[src/sv/u8wrap_pkg.sv]
// package for the utf-8 codepoint line wrapper
// transaction payload types, byte constants and the lead byte decode
// no dependencies
package u8wrap_pkg;

    // input transaction payload
    typedef struct packed {
        logic [7:0] in_byte;
        logic       text_end;
    } t_in_item;

    // output transaction payload
    typedef struct packed {
        logic [7:0] out_byte;
        logic       byte_valid;
        logic       run_last;
        logic       text_done;
    } t_out_item;

    localparam logic [7:0] LEAD_2B_MIN      = 8'h80;
    localparam logic [7:0] LEAD_3B_MIN      = 8'hE0;
    localparam logic [7:0] LEAD_4B_MIN      = 8'hF0;
    localparam logic [7:0] ASCII_SPACE      = 8'h20;
    localparam logic [7:0] ASCII_LF         = 8'h0A;
    localparam logic [7:0] MAX_PER_LINE_RST = 8'd42;

    // continuation bytes that follow a lead byte
    function automatic logic [1:0] cont_bytes(input logic [7:0] lead);
        logic [1:0] res;
        priority if (lead < LEAD_2B_MIN) begin
            res = 2'd0;
        end else if (lead < LEAD_3B_MIN) begin
            res = 2'd1;
        end else if (lead < LEAD_4B_MIN) begin
            res = 2'd2;
        end else begin
            res = 2'd3;
        end
        return res;
    endfunction

endpackage

[src/sv/utf8_codepoint_line_wrapper.sv]
// utf-8 codepoint line wrapper, top level
// one byte in, one or two result transactions out
// depends on u8wrap_pkg
//
// usage:
//   input channel i_in_valid / o_in_stall carries one utf-8 byte and a
//   text_end flag; output channel o_out_valid / i_out_stall carries the
//   emitted byte, a byte_valid flag (0 for a dropped space), run_last on the
//   final result of an input and text_done on the final result of a text.
//   i_cfg_we / i_cfg_wdata sets max_per_line (0 disables wrapping); write it
//   only while no transaction is in flight.
// output: a result is loaded into the output register as its input is
//   accepted; the second result of a hard break waits in the pending slot.
// throughput: one byte per cycle while the receiver does not stall; a byte
//   that needs a newline inserted before it also fills the pending slot.
// stall: when the receiver stalls, the output register holds its result and
//   the stall passes straight back to the input channel; a pending second
//   result also stalls the input until it moves into the output register.
// reset: synchronous active low; clears the line count, continuation count,
//   space skipping, both valid flags and loads max_per_line with 42.
module utf8_codepoint_line_wrapper #(
    parameter int COUNT_BITS = 8
) (
    input  logic                  i_clk,
    input  logic                  i_rst_n,
    input  logic                  i_cfg_we,
    input  logic [7:0]            i_cfg_wdata,
    input  logic                  i_in_valid,
    output logic                  o_in_stall,
    input  u8wrap_pkg::t_in_item  i_in_item,
    output logic                  o_out_valid,
    input  logic                  i_out_stall,
    output u8wrap_pkg::t_out_item o_out_item
);
    import u8wrap_pkg::*;

    // compare width covers both the counter and the 8-bit limit, plus headroom
    localparam int CMP_W = (COUNT_BITS > 8) ? COUNT_BITS + 1 : 9;
    localparam logic [CMP_W-1:0] CNT_MAX = CMP_W'((1 << COUNT_BITS) - 1);

    // configuration and line state
    logic [7:0]            r_max_per_line;
    logic [COUNT_BITS-1:0] r_line_count, n_line_count;
    logic [1:0]            r_cont_left, n_cont_left;
    logic                  r_skip_spaces, n_skip_spaces;

    // output register and the pending second result
    logic      r_out_valid;
    t_out_item r_out;
    logic      r_pend_valid;
    t_out_item r_pend;

    // per-byte decode
    logic            in_accept;
    logic            out_load;
    logic [CMP_W-1:0] lim;
    logic [CMP_W-1:0] cnt_ext;
    logic            is_space;
    logic            is_break;
    logic            has_second;
    t_out_item       first_res;
    t_out_item       second_res;
    logic [7:0]      res_a_byte;
    logic            res_a_valid;

    // output register free this cycle
    assign out_load   = !r_out_valid || !i_out_stall;
    assign o_in_stall = r_pend_valid || !out_load;
    assign in_accept  = i_in_valid && !o_in_stall;

    assign o_out_valid = r_out_valid;
    assign o_out_item  = r_out;

    // limit clamped to the counter range
    always_comb begin
        cnt_ext = CMP_W'(r_line_count);
        if (CMP_W'(r_max_per_line) > CNT_MAX) begin
            lim = CNT_MAX;
        end else begin
            lim = CMP_W'(r_max_per_line);
        end
    end

    assign is_space = (i_in_item.in_byte == ASCII_SPACE);
    assign is_break = is_space || (i_in_item.in_byte == ASCII_LF);

    // wrap decision: first result, optional second result and next state
    always_comb begin
        n_line_count  = r_line_count;
        n_cont_left   = r_cont_left;
        n_skip_spaces = r_skip_spaces;
        res_a_byte    = i_in_item.in_byte;
        res_a_valid   = 1'b1;
        has_second    = 1'b0;

        priority if (r_max_per_line == 8'd0) begin
            // wrapping off, byte passes unchanged
        end else if (r_cont_left != 2'd0) begin
            n_cont_left = r_cont_left - 2'd1;
        end else if (r_skip_spaces && is_space) begin
            // dropped space after a hard break
            res_a_byte  = 8'd0;
            res_a_valid = 1'b0;
        end else begin
            n_skip_spaces = 1'b0;
            if (cnt_ext >= lim) begin
                // line full: newline first
                res_a_byte   = ASCII_LF;
                n_line_count = '0;
                if (is_space) begin
                    n_skip_spaces = 1'b1;
                end else begin
                    has_second   = 1'b1;
                    n_line_count = COUNT_BITS'(1);
                    n_cont_left  = cont_bytes(i_in_item.in_byte);
                end
            end else if (r_line_count != '0 && (cnt_ext + CMP_W'(2)) >= lim && is_break) begin
                // near the limit, a space or newline becomes the break
                res_a_byte   = ASCII_LF;
                n_line_count = '0;
            end else begin
                n_line_count = r_line_count + COUNT_BITS'(1);
                n_cont_left  = cont_bytes(i_in_item.in_byte);
            end
        end

        if (i_in_item.text_end) begin
            n_line_count  = '0;
            n_cont_left   = 2'd0;
            n_skip_spaces = 1'b0;
        end

        first_res.out_byte   = res_a_byte;
        first_res.byte_valid = res_a_valid;
        first_res.run_last   = !has_second;
        first_res.text_done  = !has_second && i_in_item.text_end;

        second_res.out_byte   = i_in_item.in_byte;
        second_res.byte_valid = 1'b1;
        second_res.run_last   = 1'b1;
        second_res.text_done  = i_in_item.text_end;
    end

    // configuration register
    always_ff @(posedge i_clk) begin
        if (!i_rst_n) begin
            r_max_per_line <= MAX_PER_LINE_RST;
        end else if (i_cfg_we) begin
            r_max_per_line <= i_cfg_wdata;
        end
    end

    // line state, updated once per accepted transaction
    always_ff @(posedge i_clk) begin
        if (!i_rst_n) begin
            r_line_count  <= '0;
            r_cont_left   <= 2'd0;
            r_skip_spaces <= 1'b0;
        end else if (in_accept) begin
            r_line_count  <= n_line_count;
            r_cont_left   <= n_cont_left;
            r_skip_spaces <= n_skip_spaces;
        end
    end

    // output register with the pending slot feeding it first
    always_ff @(posedge i_clk) begin
        if (!i_rst_n) begin
            r_out_valid  <= 1'b0;
            r_pend_valid <= 1'b0;
        end else if (out_load) begin
            if (r_pend_valid) begin
                r_out_valid  <= 1'b1;
                r_pend_valid <= 1'b0;
            end else begin
                r_out_valid  <= in_accept;
                r_pend_valid <= in_accept && has_second;
            end
        end
    end

    always_ff @(posedge i_clk) begin
        if (out_load) begin
            if (r_pend_valid) begin
                r_out <= r_pend;
            end else if (in_accept) begin
                r_out  <= first_res;
                r_pend <= second_res;
            end
        end
    end

endmodule

[config.mk]
export PLATFORM = sky130hd
export DESIGN_NAME = utf8_codepoint_line_wrapper
export DESIGN_NICKNAME = d
export VERILOG_FILES = /design/src/sv/u8wrap_pkg.sv /design/src/sv/utf8_codepoint_line_wrapper.sv
export SDC_FILE = /design/constraint.sdc
export NUM_CORES = 1
export LEC_CHECK = 0
export BUFFER_PORTS_ARGS = -buffer_cell sky130_fd_sc_hd__buf_2
export CAP_MARGIN = 40
export CORE_MARGIN = 2
export CORE_UTILIZATION = 30
export DETAILED_ROUTE_END_ITERATION = 7
export SKIP_LAST_GASP = 1
export SLEW_MARGIN = 20
export SYNTH_ARGS = -nofsm -noshare
export SYNTH_HDL_FRONTEND = slang
export SYNTH_SLANG_ARGS = --single-unit
[constraint.sdc]
create_clock -name i_clk -period 2.9 [get_ports i_clk]
set_input_delay 0.29 -clock i_clk [delete_from_list [all_inputs] [get_ports i_clk]]
set_output_delay 0.29 -clock i_clk [all_outputs]
set_load 0.03 [all_outputs]
==> results.md, run 1 <==
- Mapped Area: 2410 um^2
- Post-layout instance area: 2840 um^2
- GRT Total Usage: 13.1%
- Synth warnings: 0
- Worst path slowest cell: or4_1
- Worst Skew: 7.17 ps
- Worst Path Max Fanout: 8
- Antenna Nets Post-Route: 0
- Most frequent cell after synthesis: nor2_1
- Clk sinks: 41
- Ports: 35
- Nets@finish: 325
- Core Rows: 32
- DRT iter0 DRCs: 86
- Hpwl dp: 4030 um
- Min-Delay Path Class: in -> reg
- Port Buffers: 34
- Depth of the most critical reg-to-reg path: 10
- Delay-heaviest family, CP: compound AO/OA/AOI/OAI gates
- Leakage Power: 1.11 nW
- Largest net degree at the start of global routing: 25
- Cts bufs inserted: 5
- GPL Wtd Cong: 0.811
- Vias/cell: 5.03
- Root Buffer: clkbuf_8
- Via Count: 1953
- Final routed DRC violation total: 0
- Commonest cells in the netlist: nor2_1 (26), nand2_1 (23), dfxtp_1 (21), edfxtp_1 (20), ha_1 (18)
- Worst setup SP type: flop
- Initial Util: 31.1%
- Synth unique cells: 48
- Tmin final: 2660 ps
- R2R Path Start: r_line_count[2]
- H-tree Lvls: 2
- Required @ worst endpoint: 3130 ps
- Routed len/inst: 13.6 um
- Die width: 93.7 um
- Max-Cap Viols: 0
- Clk Latency, worst-skew pair: 300 ps
- CP peak stage delay: 500 ps
- Vias in the first global route: 1940
- Yosys reg bits: 41
- Synth top area cells: edfxtp_1 (25%), dfxtp_1 (17%), ha_1 (9.3%), mux2i_1 (4.6%), nor2_1 (4.0%)
- Syn avg cell area: 9.66 um^2
- Hold_sp: i_in_item[5]
- Syn Inst Count: 250
- Pwr dens: 479 nW/um^2
- DIE AREA: 8780 um^2
- Clock Pin Slew Worst Setup and Hold Paths: 80 ps
- Max-slew headroom: 66.1%
- Async S/R FF share, synth: 0%
- Arr. time, crit path: 2890 ps
- PostCTS Resize Cnt: 0
- Pins Over Slew Limit: 0
- Worst slew pin tran: 504 ps
- Dominant cell type by area after synthesis: edfxtp_1
- Synthesized Nets: 290
- TNS Setup: 0 ps
- First-pass GRT wire length: 9230 um
- RR Endpoint: r_line_count[5]
- Final setup fails: 0
- Post-synth EDFFs: 20
- Sequential-to-total area share from yosys stat: 42.3%
- Placed inst area: 2700 um^2
- TritonRoute pass-1 iters: 4
- Tcrit/Tclk final: 91.7%
- DRT Wirelength: 5280 um
- Synth top area share: 24.9%
- Status: completed
- Primary FF master, synth: dfxtp_1
- Die Y: 93.7 um
- Setup crit end kind: flop
- RSZ-0062 raised after global routing: no
- N_diodes: 0
- Fin. Hold Viols: 0
- Hold buffers post-CTS: 0
- CTS Buffer Depth: 2
- Global route overflow: 0
- Core ar.: 7770 um^2
- Critical path type: reg -> reg
- CP Cell Sequence: ha_2 > nand3_1 > xnor2_1 > ha_1 > a2111oi_2 > o21ai_1 > a41oi_2 > nor2_1 > or4_1 > a31oi_1
- Hold depth: 1
- Initial antenna violation count: 0
- Worst path bufs/invs: 0
- Setup Buffers After CTS: 0
- Worst Hold End: r_pend[7]
- VDD IR-drop max: 0.176 mV
- Area growth syn-to-layout: 17.8%
- Reg2reg setup slack: 240 ps
- Layout cells sized above 1: 22.4%
- FMAX: 0.376 GHz
- CTS tree: done
[worst max path at each step]
stage	slack [ps]	depth (start not counted)	start	to
6_report	240	10	r_line_count[2]	r_line_count[5]
3_3_place_gp	220	9	r_line_count[2]	r_line_count[5]
4_1_cts	120	10	r_line_count[2]	r_line_count[5]
2_1_floorplan	380	10	r_line_count[2]	r_line_count[5]
5_1_grt	20	9	r_line_count[3]	o_out_item[7]
3_5_place_dp	150	10	r_line_count[2]	r_line_count[5]
[per-stage QoR]
step	total power [mW]	instances	utilization, %	hold WS, ps	worst slack [ps]
2_1_floorplan	0.759	250	-	389	382
3_3_place_gp	0.815	380	34.8	473	221
3_5_place_dp	0.817	380	34.8	492	148
4_1_cts	1.38	388	36.5	203	122
5_1_grt	1.42	388	36.6	203	18.4
6_report	1.36	388	36.6	209	242
[cells by family after synthesis]
logic type	share of synthesized area, %
fa+ha+maj	9.33
xor+xnor	1.81
compound gates	15.0
flops	42.3
buf+inv	4.51
simple gates	22.5
mux	4.56
[worst reg2reg max path, cell delays in order (launching register included)]
cell and delay, ps:
dfxtp_2 410, ha_2 240, nand3_1 120, xnor2_1 170
ha_1 200, a2111oi_2 320, o21ai_1 140, a41oi_2 230
nor2_1 120, or4_1 500, a31oi_1 160
[report_power, final]
part	switching (mW)	total (mW)	internal, mW
registers	0.0115	0.647	0.635
clock network	0.213	0.559	0.347
logic	0.0992	0.156	0.0573
[cell usage in the layout (no fill, tap or decap), drive strengths merged, types with 3 or more instances in the layout]
cell | synthesis | final
nand4 | 6 | 6
o211ai | 5 | 5
ha | 18 | 18
nor2b | 4 | 4
o21ai | 11 | 11
a31oi | 6 | 6
edfxtp | 20 | 20
nand2 | 23 | 23
nor4 | 7 | 7
clkbuf | 8 | 5
dfxtp | 21 | 21
xor2 | 3 | 3
nand3 | 13 | 13
or4 | 5 | 5
a21o | 3 | 3
a21oi | 8 | 8
nor2 | 28 | 28
buf | 4 | 40
inv | 13 | 14
nor4b | 5 | 5
a221oi | 4 | 4
mux2i | 11 | 11
[metal layers]
metal,track usage [%],wire length [um],part of all wire [%]
met5,0,0,0
met4,4.95,95,1.8
met3,3.21,262,5.0
met2,21.8,2490,47
met1,16.4,2430,46
[sequential cells by signal, indices dropped and copies added (netlist names)]
register,cells
r_skip_spaces,1
r_cont_left,2
o_out_valid,1
r_pend_valid,1
r_pend,9
r_max_per_line,8
r_line_count,8
o_out_item,11
[area by class of cell]
cell class,count,area [um^2]
Clock buffer,5,68.8
Clock inverter,3,68.8
Fill cell,806,4920
Inverter,14,52.6
Multi-Input combinational cell,183,1290
Sequential cell,41,1020
Tap cell,102,128
Timing Repair Buffer,40,215
No activity file was read; power rests on OpenSTA's default activity.
==> run 2, diff against run 1 <==
Settings changed: CAP_MARGIN 40 to 5.
Clock period 2.9 ns to 2.94 ns, I/O delays scaled along.
==> run 2 against run 1 <==
Maximum frequency shrank 0.86%; die area is the same; via count fell by 0.15%.
==> results.md, run 2 (synthesis results as in run 1) <==
- Status: completed
- N_diodes: 0 (unchanged)
- DRT Wirelength: 5310 um (+0.47%)
- Setup crit end kind: flop
- Total Power: 1.16 mW (-15%)
- Largest net degree at the start of global routing: 25 (unchanged)
- Core Rows: 32 (unchanged)
- Clock Pin Slew Worst Setup and Hold Paths: 80 ps (about the same)
- CTS Buffer Depth: 2 (unchanged)
- Required @ worst endpoint: 3170 ps (+40 ps)
- Core ar.: 7770 um^2 (unchanged)
- Final core utilization: 36.0% (-0.66 points)
- Setup Buffers After CTS: 0 (unchanged)
- Max reg flops: 11 (unchanged)
- Clk sinks: 41 (unchanged)
- TritonRoute pass-1 iters: 4 (unchanged)
- Clk Latency, worst-skew pair: 300 ps (about the same)
- Die width: 93.7 um (unchanged)
- Routed len/inst: 13.7 um (+0.47%)
- Nets@finish: 325 (unchanged)
- Antenna Nets Post-Route: 0 (unchanged)
- Port Buffers: 34 (unchanged)
- Multi-input logic area: 1290 um^2 (unchanged)
- Max-slew headroom: 68.1% (+2.0 points)
- Cts bufs inserted: 5 (unchanged)
- DIE AREA: 8780 um^2 (unchanged)
- Leakage Power: 1.09 nW (-2.2%)
- Root Buffer: clkbuf_8
- Worst Skew: 10.2 ps (+3.00 ps)
- Max-Cap Viols: 0 (unchanged)
- # fillers: 817 (+1.4%)
- Initial Util: 31.1% (unchanged)
- VDD IR-drop max: 0.215 mV (+22%)
- TNS Setup: 0 ps (unchanged)
- GRT Total Usage: 13.0% (-0.16 points)
- Final setup fails: 0 (unchanged)
- First-pass GRT wire length: 9090 um (-1.5%)
- DRT iter0 DRCs: 100 (+16%)
- Fin. Hold Viols: 0 (unchanged)
- Tcrit/Tclk final: 91.2% (-0.46 points)
- Pwr dens: 414 nW/um^2 (-14%)
- Worst Path Max Fanout: 8 (unchanged)
- Pins Over Slew Limit: 0 (unchanged)
- Critical path type: reg -> reg
- Initial antenna violation count: 0 (unchanged)
- Tmin final: 2680 ps (+23.2 ps)
- Worst slew pin tran: 474 ps (-30.3 ps)
- Vias in the first global route: 1928 (-0.62%)
- Worst setup SP type: flop
- Commonest non-fill, non-tap cell in the layout: buf_2
- Vias/cell: 5.03 (-0.15%)
- Arr. time, crit path: 2910 ps (+20 ps)
- H-tree Lvls: 2 (unchanged)
- Global route overflow: 0 (unchanged)
- Layout cells sized above 1: 22.4% (unchanged)
- Reg area: 1020 um^2 (unchanged)
- Min-Delay Path Class: in -> reg
- Die Y: 93.7 um (unchanged)
- Hpwl dp: 3990 um (-1.1%)
- Area growth syn-to-layout: 15.6%
- CTS tree: done
- Via Count: 1950 (-0.15%)
- Final routed DRC violation total: 0 (unchanged)
- GPL Wtd Cong: 0.799 (-1.4%)
- RSZ-0062 raised after global routing: no
- Most frequent cells in the layout: buf_2 (34), nor2_1 (26), nand2_1 (23)
- FMAX: 0.373 GHz (-0.86%)
- Ports: 35 (unchanged)
run 2: cell types whose count changed in the layout (fill, tap and decap cells not counted):
cell | previous run | this run
clkinvlp_4 | 0 | 1
bufinv_16 | 2 | 0
clkinv_2 | 0 | 2
inv_6 | 1 | 0
run 2: area by class of cell:
cell class	instances	area share, %
timing repair buffer	40	7.71
tap	102	4.57
inverter	14	1.88
multi-input combinational	183	46.1
clock buffer	5	2.46
sequential	41	36.6
clock inverter	3	0.627
run 2: worst max-delay path, cell delays in order, from the launching register on:
cell and delay, ps:
dfxtp_2 400, ha_2 240, nand3_1 120, xnor2_1 170, ha_1 210, a2111oi_2 320, o21ai_1 140, a41oi_2 230
nor2_1 120, or4_1 500, a31oi_1 160
run 2: worst paths after layout:
check	from	endpoint	cells past startpoint	slack, ps
worst max-delay path	r_line_count[2]	r_line_count[5]	10	260
worst min-delay path	i_cfg_wdata[5]	r_max_per_line[5]	3	220
worst max register to register	r_line_count[2]	r_line_count[5]	10	260
worst min register to register	r_cont_left[1]	r_cont_left[1]	2	500
run 2: where the power goes:
part | total (mW) | switching (mW) | internal (mW)
combinational | 0.154 | 0.0979 | 0.0562
clock | 0.363 | 0.199 | 0.164
sequential | 0.638 | 0.0116 | 0.627
total | 1.16 | 0.309 | 0.847
run 2: per-stage QoR:
stage	std cells	hold slack (ps)	area [um^2]	setup WS (ps)
6_report	388	221	2790	259
5_1_grt	388	210	2790	28.7
4_1_cts	388	215	2790	146
3_5_place_dp	380	492	2700	169
3_3_place_gp	380	474	2700	266
2_1_floorplan	250	393	2410	422
run 2: per-layer routing:
layer / wire length, um / global-route usage [%] / vias up
li1: - / - / 993
met1: 2480 / 16.7 / 898
met2: 2460 / 21.2 / 51
met3: 275 / 2.81 / 8
met4: 89 / 5.07 / 0
met5: 0 / 0 / -
run 2: what timing repair did:
action	in CTS	in global routing
hold buffers	0	0
endpoints found under the hold margin	0	0
resized for setup	0	3
endpoints found under the setup margin	0	7
